File: src/design/slcd_pkg.sv
`timescale 1ns / 1ps

package slcd_pkg;

    localparam int IMAGE_BYTES = 21;
    localparam int DIGIT_SLOTS = 7;
    localparam int IDX_W       = $clog2(IMAGE_BYTES);

    // slots whose upper neighbor still lies inside the image
    localparam int SLOTS_FIT  = (IMAGE_BYTES - 3) / 3 + 1;
    localparam int SLOTS_USED = (DIGIT_SLOTS < SLOTS_FIT) ? DIGIT_SLOTS : SLOTS_FIT;
    localparam int SLOT_W     = $clog2(SLOTS_USED + 1);

    localparam int NUM_W      = 32;
    localparam int DIV_STEP   = 4;
    localparam int DIV_CYCLES = NUM_W / DIV_STEP;
    localparam int DIV_CNT_W  = $clog2(DIV_CYCLES);

    typedef enum logic [2:0] {
        OP_SHOW    = 3'd0,
        OP_SET     = 3'd1,
        OP_CLR     = 3'd2,
        OP_CLR_ALL = 3'd3,
        OP_REFRESH = 3'd4
    } t_op;

    typedef enum logic [2:0] {
        ST_IDLE,
        ST_SLOT,
        ST_DIV,
        ST_LO,
        ST_HI,
        ST_EMIT
    } t_state;

    typedef struct packed {
        logic             en;
        logic [IDX_W-1:0] addr;
        logic [7:0]       data;
    } t_img_wr;

    typedef struct packed {
        logic             done;
        logic [NUM_W-1:0] quot;
        logic [3:0]       rem;
    } t_div_out;

    function automatic logic [7:0] digit_code(input logic [3:0] digit);
        logic [7:0] code;
        case (digit)
            4'd0:    code = 8'hAF;
            4'd1:    code = 8'h06;
            4'd2:    code = 8'h6D;
            4'd3:    code = 8'h4F;
            4'd4:    code = 8'hC6;
            4'd5:    code = 8'hCB;
            4'd6:    code = 8'hEB;
            4'd7:    code = 8'h8E;
            4'd8:    code = 8'hEF;
            4'd9:    code = 8'hCF;
            default: code = 8'h00;
        endcase
        return code;
    endfunction

endpackage

File: src/design/segment_lcd_buffer_controller.sv
`timescale 1ns / 1ps

// Segment image controller for a seven-digit LCD, 21 image bytes.
// Input channel (i_in_valid / o_in_ready) takes one command per transaction:
// show number, set or clear a symbol bit, clear all, or refresh.
// Output channel (o_out_valid / i_out_ready) carries address/data frames;
// o_last marks the final frame of a clear-all or refresh run.
// Set and clear bit finish in the cycle they are taken; the block is ready
// again on the next cycle. Show number walks the seven digit slots with one
// shared divide-by-ten unit that resolves four quotient bits per cycle;
// once the number is zero, a slot skips the divide and keeps its old
// middle byte. Clear all and refresh emit 21 frames, one per
// cycle while the receiver keeps up; the emit state entered after the
// command loads each frame. A stalled receiver holds the current frame and
// pauses the run, and no new command is taken until the run has been handed
// to the output register. Reset empties the image to all zero and drops any
// pending frame.
module segment_lcd_buffer_controller (
    input  logic       i_clk,
    input  logic       i_rst_n,
    input  logic       i_in_valid,
    output logic       o_in_ready,
    input  logic [2:0] i_op,
    input  logic [31:0] i_number,
    input  logic [5:0] i_symbol_address,
    input  logic [2:0] i_symbol_bit,
    output logic       o_out_valid,
    input  logic       i_out_ready,
    output logic [4:0] o_seg_address,
    output logic [7:0] o_seg_data,
    output logic       o_last
);
    import slcd_pkg::*;

    t_state             r_state, n_state;
    logic [NUM_W-1:0]   r_num, n_num;
    logic [SLOT_W-1:0]  r_slot, n_slot;
    logic [IDX_W-1:0]   r_mid, n_mid;
    logic [IDX_W-1:0]   r_idx, n_idx;
    logic               r_clr, n_clr;
    logic               r_out_valid, n_out_valid;
    logic [4:0]         r_seg_address, n_seg_address;
    logic [7:0]         r_seg_data, n_seg_data;
    logic               r_last, n_last;

    t_img_wr            img_wr;
    logic [IDX_W-1:0]   rd_addr;
    logic [7:0]         rd_data;
    logic               div_start;
    t_div_out           div_res;
    logic               in_acc;
    logic               out_free;
    logic [IDX_W-1:0]   sym_idx;
    logic               sym_ok;
    logic [7:0]         bit_mask;

    slcd_image u_image (
        .i_clk     (i_clk),
        .i_rst_n   (i_rst_n),
        .i_wr      (img_wr),
        .i_rd_addr (rd_addr),
        .o_rd_data (rd_data)
    );

    slcd_div10 u_div (
        .i_clk      (i_clk),
        .i_rst_n    (i_rst_n),
        .i_start    (div_start),
        .i_dividend (r_num),
        .o_res      (div_res)
    );

    assign o_in_ready = (r_state == ST_IDLE);
    assign in_acc     = i_in_valid && o_in_ready;
    assign out_free   = !r_out_valid || i_out_ready;
    assign sym_ok     = (i_symbol_address <= 6'(IMAGE_BYTES - 1));
    assign sym_idx    = IDX_W'(IMAGE_BYTES - 1) - IDX_W'(i_symbol_address);
    assign bit_mask   = 8'd1 << i_symbol_bit;

    always_comb begin
        n_state       = r_state;
        n_num         = r_num;
        n_slot        = r_slot;
        n_mid         = r_mid;
        n_idx         = r_idx;
        n_clr         = r_clr;
        n_seg_address = r_seg_address;
        n_seg_data    = r_seg_data;
        n_last        = r_last;
        n_out_valid   = r_out_valid && !i_out_ready;
        img_wr.en     = 1'b0;
        img_wr.addr   = r_mid;
        img_wr.data   = rd_data;
        rd_addr       = r_mid;
        div_start     = 1'b0;

        case (r_state)
            ST_IDLE: begin
                rd_addr = sym_idx;
                if (in_acc) begin
                    case (i_op)
                        OP_SHOW: begin
                            n_num   = i_number;
                            n_slot  = '0;
                            n_mid   = IDX_W'(1);
                            n_state = ST_SLOT;
                        end
                        OP_SET: begin
                            img_wr.en   = sym_ok;
                            img_wr.addr = sym_idx;
                            img_wr.data = rd_data | bit_mask;
                        end
                        OP_CLR: begin
                            img_wr.en   = sym_ok;
                            img_wr.addr = sym_idx;
                            img_wr.data = rd_data & ~bit_mask;
                        end
                        OP_CLR_ALL: begin
                            n_idx   = '0;
                            n_clr   = 1'b1;
                            n_state = ST_EMIT;
                        end
                        OP_REFRESH: begin
                            n_idx   = '0;
                            n_clr   = 1'b0;
                            n_state = ST_EMIT;
                        end
                        default: begin
                        end
                    endcase
                end
            end
            ST_SLOT: begin
                // an exhausted number keeps the old middle byte
                if (r_num != '0) begin
                    div_start = 1'b1;
                    n_state   = ST_DIV;
                end else begin
                    n_state = ST_LO;
                end
            end
            ST_DIV: begin
                if (div_res.done) begin
                    img_wr.en   = 1'b1;
                    img_wr.addr = r_mid;
                    img_wr.data = digit_code(div_res.rem);
                    n_num       = div_res.quot;
                    n_state     = ST_LO;
                end
            end
            ST_LO: begin
                img_wr.en   = 1'b1;
                img_wr.addr = r_mid - IDX_W'(1);
                img_wr.data = {rd_data[3:0], 4'h0};
                n_state     = ST_HI;
            end
            ST_HI: begin
                img_wr.en   = 1'b1;
                img_wr.addr = r_mid + IDX_W'(1);
                img_wr.data = {4'h0, rd_data[7:4]};
                if (r_slot == SLOT_W'(SLOTS_USED - 1)) begin
                    n_state = ST_IDLE;
                end else begin
                    n_slot  = r_slot + 1'b1;
                    n_mid   = r_mid + IDX_W'(3);
                    n_state = ST_SLOT;
                end
            end
            ST_EMIT: begin
                rd_addr = r_idx;
                if (out_free) begin
                    n_out_valid   = 1'b1;
                    n_seg_address = r_clr ? 5'(r_idx)
                                          : 5'(IDX_W'(IMAGE_BYTES - 1) - r_idx);
                    n_seg_data    = r_clr ? 8'h00 : rd_data;
                    n_last        = (r_idx == IDX_W'(IMAGE_BYTES - 1));
                    img_wr.en     = r_clr;
                    img_wr.addr   = r_idx;
                    img_wr.data   = 8'h00;
                    n_idx         = r_idx + 1'b1;
                    if (r_idx == IDX_W'(IMAGE_BYTES - 1)) begin
                        n_state = ST_IDLE;
                    end
                end
            end
            default: begin
                n_state = ST_IDLE;
            end
        endcase
    end

    always_ff @(posedge i_clk) begin
        if (!i_rst_n) begin
            r_state     <= ST_IDLE;
            r_out_valid <= 1'b0;
            r_slot      <= '0;
            r_idx       <= '0;
            r_clr       <= 1'b0;
        end else begin
            r_state     <= n_state;
            r_out_valid <= n_out_valid;
            r_slot      <= n_slot;
            r_idx       <= n_idx;
            r_clr       <= n_clr;
        end
    end

    always_ff @(posedge i_clk) begin
        r_num         <= n_num;
        r_mid         <= n_mid;
        r_seg_address <= n_seg_address;
        r_seg_data    <= n_seg_data;
        r_last        <= n_last;
    end

    assign o_out_valid   = r_out_valid;
    assign o_seg_address = r_seg_address;
    assign o_seg_data    = r_seg_data;
    assign o_last        = r_last;

endmodule

File: src/design/slcd_div10.sv
`timescale 1ns / 1ps

module slcd_div10 (
    input  logic                     i_clk,
    input  logic                     i_rst_n,
    input  logic                     i_start,
    input  logic [slcd_pkg::NUM_W-1:0] i_dividend,
    output slcd_pkg::t_div_out       o_res
);
    import slcd_pkg::*;

    logic [NUM_W-1:0]     r_work, n_work;
    logic [3:0]           r_rem, n_rem;
    logic [DIV_CNT_W-1:0] r_cnt;
    logic                 r_busy;
    logic                 r_done;

    // restoring division by ten, DIV_STEP quotient bits per cycle
    always_comb begin
        logic [4:0]       rem;
        logic [NUM_W-1:0] work;
        rem  = {1'b0, r_rem};
        work = r_work;
        for (int k = 0; k < DIV_STEP; k++) begin
            rem = {rem[3:0], work[NUM_W-1]};
            if (rem >= 5'd10) begin
                rem  = rem - 5'd10;
                work = {work[NUM_W-2:0], 1'b1};
            end else begin
                work = {work[NUM_W-2:0], 1'b0};
            end
        end
        n_rem  = rem[3:0];
        n_work = work;
    end

    always_ff @(posedge i_clk) begin
        if (!i_rst_n) begin
            r_busy <= 1'b0;
            r_done <= 1'b0;
            r_cnt  <= '0;
        end else begin
            r_done <= 1'b0;
            if (i_start) begin
                r_busy <= 1'b1;
                r_cnt  <= '0;
            end else if (r_busy) begin
                r_cnt <= r_cnt + 1'b1;
                if (r_cnt == DIV_CNT_W'(DIV_CYCLES - 1)) begin
                    r_busy <= 1'b0;
                    r_done <= 1'b1;
                end
            end
        end
    end

    always_ff @(posedge i_clk) begin
        if (i_start) begin
            r_work <= i_dividend;
            r_rem  <= '0;
        end else if (r_busy) begin
            r_work <= n_work;
            r_rem  <= n_rem;
        end
    end

    assign o_res.done = r_done;
    assign o_res.quot = r_work;
    assign o_res.rem  = r_rem;

endmodule

File: src/design/slcd_image.sv
`timescale 1ns / 1ps

module slcd_image (
    input  logic                       i_clk,
    input  logic                       i_rst_n,
    input  slcd_pkg::t_img_wr          i_wr,
    input  logic [slcd_pkg::IDX_W-1:0] i_rd_addr,
    output logic [7:0]                 o_rd_data
);
    import slcd_pkg::*;

    logic [7:0] r_img [IMAGE_BYTES];

    always_ff @(posedge i_clk) begin
        if (!i_rst_n) begin
            for (int k = 0; k < IMAGE_BYTES; k++) begin
                r_img[k] <= 8'h00;
            end
        end else if (i_wr.en && (i_wr.addr <= IDX_W'(IMAGE_BYTES - 1))) begin
            r_img[i_wr.addr] <= i_wr.data;
        end
    end

    assign o_rd_data = (i_rd_addr <= IDX_W'(IMAGE_BYTES - 1)) ? r_img[i_rd_addr] : 8'h00;

endmodule
File: config.mk
export PLATFORM = sky130hd
export DESIGN_NAME = segment_lcd_buffer_controller
export DESIGN_NICKNAME = d
export VERILOG_FILES = /design/src/design/slcd_pkg.sv /design/src/design/segment_lcd_buffer_controller.sv /design/src/design/slcd_div10.sv /design/src/design/slcd_image.sv
export SDC_FILE = /design/constraint.sdc
export NUM_CORES = 1
export LEC_CHECK = 0
export BUFFER_PORTS_ARGS = -buffer_cell sky130_fd_sc_hd__buf_2
export CAP_MARGIN = 20
export CORE_UTILIZATION = 40
export CTS_BUF_LIST = sky130_fd_sc_hd__clkbuf_4
export CTS_CLUSTER_SIZE = 10
export DETAILED_ROUTE_END_ITERATION = 10
export PLACE_DENSITY = 0.62
export SYNTH_ARGS = -nofsm -noshare
export SYNTH_HDL_FRONTEND = slang
export SYNTH_SLANG_ARGS = --single-unit
File: constraint.sdc
create_clock -name i_clk -period 4.7 [get_ports i_clk]
set_clock_uncertainty 0.05 [all_clocks]
set_input_delay 0 -clock i_clk [delete_from_list [all_inputs] [get_ports i_clk]]
set_output_delay 0 -clock i_clk [all_outputs]
set_load 0.05 [all_outputs]
==> metrics.md <==
| Metric | Value |
|---|---|
| #FFs+latches synth | `280` |
| Maximum clock frequency | `between 200 and 250 MHz` |
| CTS tree | `built` |
| CTS sink cnt | `280` |
| Hold Crit Class | `primary input to flop` |
| Hold path depth | `3` |
| Antenna violations before repair | `2` |
| Pleak | `approximately 6.3 nW` |
| Fin crit period | `4520 ps` |
| Reg2Reg Depth | `24` |
| Synth warn | `0` |
| Clock Path Buffers | `3` |
| Final Setup Violations | `0` |
| CP max FO | `6` |
| Routability cong. | `between 0.9 and 1` |
| R2r startpoint | `u_div.r_rem[0]` |
| Layout cells sized above 1 | `0.238` |
| Critical Path RT | `approximately 5300 ps` |
| P_sw | `roughly 5.4 mW` |
| Clock power frac | `0.184` |
| Final HPWL DP | `approximately 25 mm` |
| Worst hold slack | `between 60 and 70 ps` |
| WP depth | `24` |
| Status | `finished, final reports clean` |
| Share of the synthesized area in the top cell type | `0.523` |
| Post-route ant nets | `0` |
| First-pass GRT wire length | `about 60 mm` |
| Sequential share of power | `0.286` |
| Most frequent cells after synthesis | `edfxtp_1, nor2_1, nand2_1` |
| CP Cell Sequence | `inv_2, ha_4, o21ai_2, a21oi_2, nor2_4, ha_4, o31ai_4, and2_4, nor2_1, ha_2, nor3b_1, o2111ai_1, and3_1, a21oi_1, a21oi_1, ha_2, o31ai_4, a211oi_2, a2111o_1, nand3_2, inv_1, ha_1, o21ai_1, and2_1` |
| Avg Synthesized Cell Area | `around 11 um2` |
| Largest cells by area after synthesis | `edfxtp_1, nor2_1, mux2_2` |
| Cell taking the most area after synthesis | `edfxtp_1` |
| Critical Path Sink Type | `flop` |
| Setup crit start kind | `flop` |
| DRT Pass-1 Iters | `6` |
| Post-synthesis cell type count | `around 90` |
| WP buf/inv | `2` |
| Design area | `17000 um2` |
| Placed Area | `approximately 15000 um2` |
| Max Used Layer | `met4` |
| Combinational Power Share | `0.529` |
| Fin. Hold Viols | `0` |
| Primary FF master, synth | `edfxtp_1` |
| Die Wd | `between 150 and 200 um` |
| CP delay by family, top | `compound AO/OA/AOI/OAI gates` |
| CP startpoint | `u_div.r_rem[0]` |
| NumNets Final | `1550` |
| IO Pins | `64` |
| Vias | `11100` |
| Wire per inst | `between 15 and 20 um` |
| Post-synth EDFFs | `roughly 250` |
| Slew at the pin closest to its max-slew limit | `a little over 1000 ps` |
| Via density per instance | `approximately 5.6` |
| Core area | `35500 um2` |
| Critical path's slowest cell | `a2111o_1` |
| Setup TNS | `0 ps` |
| Top-count cell post-synth | `edfxtp_1` |
| H-tree depth | `3` |
| Die area | `36800 um2` |
| Routed length on met3 | `between 2 and 3 mm` |
| Synth Instances | `between 1000 and 1500` |
| Cts bufs inserted | `between 70 and 80` |
| Worst EP arrival | `5130 ps` |
| PortBufs | `63` |
| Clock transition at the registers of the reported paths | `around 70 ps` |
| Slew HR | `0.324` |
| Hold path start | `i_number[13]` |
| Area growth from synthesis to layout | `18.2%` |
| Largest net degree at the start of global routing | `50` |
| Max Slew Vio Count | `0` |
| Num rows | `between 60 and 70` |
| DRT Wirelength | `slightly below 40 mm` |
| GRT Util Overall | `0.214` |
| Post-Syn Nets | `1396` |
| Starting density of the core | `0.406` |
| Starting DRT DRC Count | `~980` |
| Switching share of power | `0.450` |
| Int Pwr | `6.58 mW` |
| VDD IR-drop max | `about 0.00055 V` |
| Mapped Area | `~14000 um2` |
| Post-synthesis sequential area ratio | `0.563` |
| Grt ovf | `0` |
| Crit path kind | `flop to flop` |
| Routed wl met2 | `18.2 mm` |
| Max_cap viols | `0` |
| Largest stage delay on the critical path | `450 ps` |
| Vias in the first global route | `10900` |
| Fin crit share | `0.963` |
| Die Height | `between 150 and 200 um` |
| Clk root buf | `clkbuf_4` |
| Clk_lat worst skew | `770 ps` |
| Power per Cell Area | `702 nW/um2` |
| Met1 wire length | `16.9 mm` |
| Asr flop ratio synth | `0` |
| Residual DRC | `0` |
==> per-layer routing <==
| layer | global-route usage | vias to the layer above |
|---|---|---|
| met2 | 0.344 | 413 |
| li1 | - | 5228 |
| met3 | 0.0490 | 85 |
| met5 | 0 | - |
| met4 | 0.0900 | 0 |
| met1 | 0.276 | 5401 |
==> worst min-delay path: cells and delay by family <==
family | cells | cell delay (ps)
buffers and inverters | 2 | 600
muxes | 1 | 130
==> final cells by class <==
type                    instances  area (um2)
fillers                      3333       18500
flip-flops and latches        280        8120
multi-input cells             916        5890
repair buffers                177        1340
clock buffers                 111         833
well taps                     461         577
clock inverters                25         148
inverters                      30         113
diodes                          3        7.51
==> sequential cells by signal (all words and copies together) (netlist names), 3 cells and up, named ones only <==
| name | count |
|---|---|
| r_mid | 5 |
| r_idx | 5 |
| o_seg_data | 8 |
| r_num | 32 |
| u_div.r_cnt | 3 |
| o_seg_address | 5 |
| u_div.r_work | 32 |
| r_state | 3 |
| u_image.r_img | 168 |
| r_slot | 3 |
| u_div.r_rem | 4 |
==> worst paths after layout <==
kind	slack, ps	end
setup reg to reg	180	flop
hold / removal	70	r_num[13]
setup / recovery	180	flop
hold reg to reg	440	r_slot[2]
==> through the flow <==
stage / power (mW) / instances / setup slack [ps] / utilization
2_1_floorplan: 7.40 / 1326 / 68.2 / -
3_3_place_gp: 9.42 / 1797 / 51.3 / 0.432
5_1_grt: 12.6 / 2003 / -34.7 / 0.480
6_report: 12.0 / 2003 / 175 / 0.480
3_5_place_dp: 9.47 / 1797 / -111 / 0.432
4_1_cts: 11.8 / 1995 / 6.89 / 0.477
==> power groups by stage <==
stage          combinational, mW  clock [mW]  sequential, mW
2_1_floorplan               4.03           0            3.37
3_3_place_gp                5.96           0            3.46
3_5_place_dp                6.00           0            3.46
4_1_cts                     6.12        2.26            3.42
5_1_grt                     6.75        2.38            3.46
6_report                    6.33        2.20            3.42
==> cells by family (layout without fill, tap and decap cells) <==
group,Yosys count,after routing,synth area share
adder cells (fa/ha/maj),22,22,0.0196
XOR/XNOR,15,15,0.00912
other,0,3,0
AND/OR/NAND/NOR,563,563,0.186
AO/OA/AOI/OAI,233,233,0.120
multiplexers,83,83,0.0634
buffers and inverters,130,343,0.0384
flip-flops,280,280,0.563
==> layout by cell type, fill, tap and decap left out, drive strengths merged, types with 10 or more instances in the layout <==
cell,n
nand3,42
a311oi,27
mux2,66
nor2,214
buf,118
and2,10
a211oi,34
nor4,10
clkinv,20
nor3,21
nor2b,32
mux2i,17
nand2b,20
ha,21
dlygate4sd3,59
or3,11
a21oi,48
o21ai,32
inv,30
a221oi,11
or2,18
nand2,121
and3,38
clkbuf,111
edfxtp,251
dfxtp,29
==> timing repair <==
item / 4_1_cts / 5_1_grt
endpoints found under the setup margin: 6 / 7
buffers inserted: 3 / 4
hold endpoints to repair: 64 / 0
hold buffers: 59 / 0
pin swaps: 4 / 10
resized for setup: 4 / 15
Note: power is estimated with default switching activity, not from simulation.
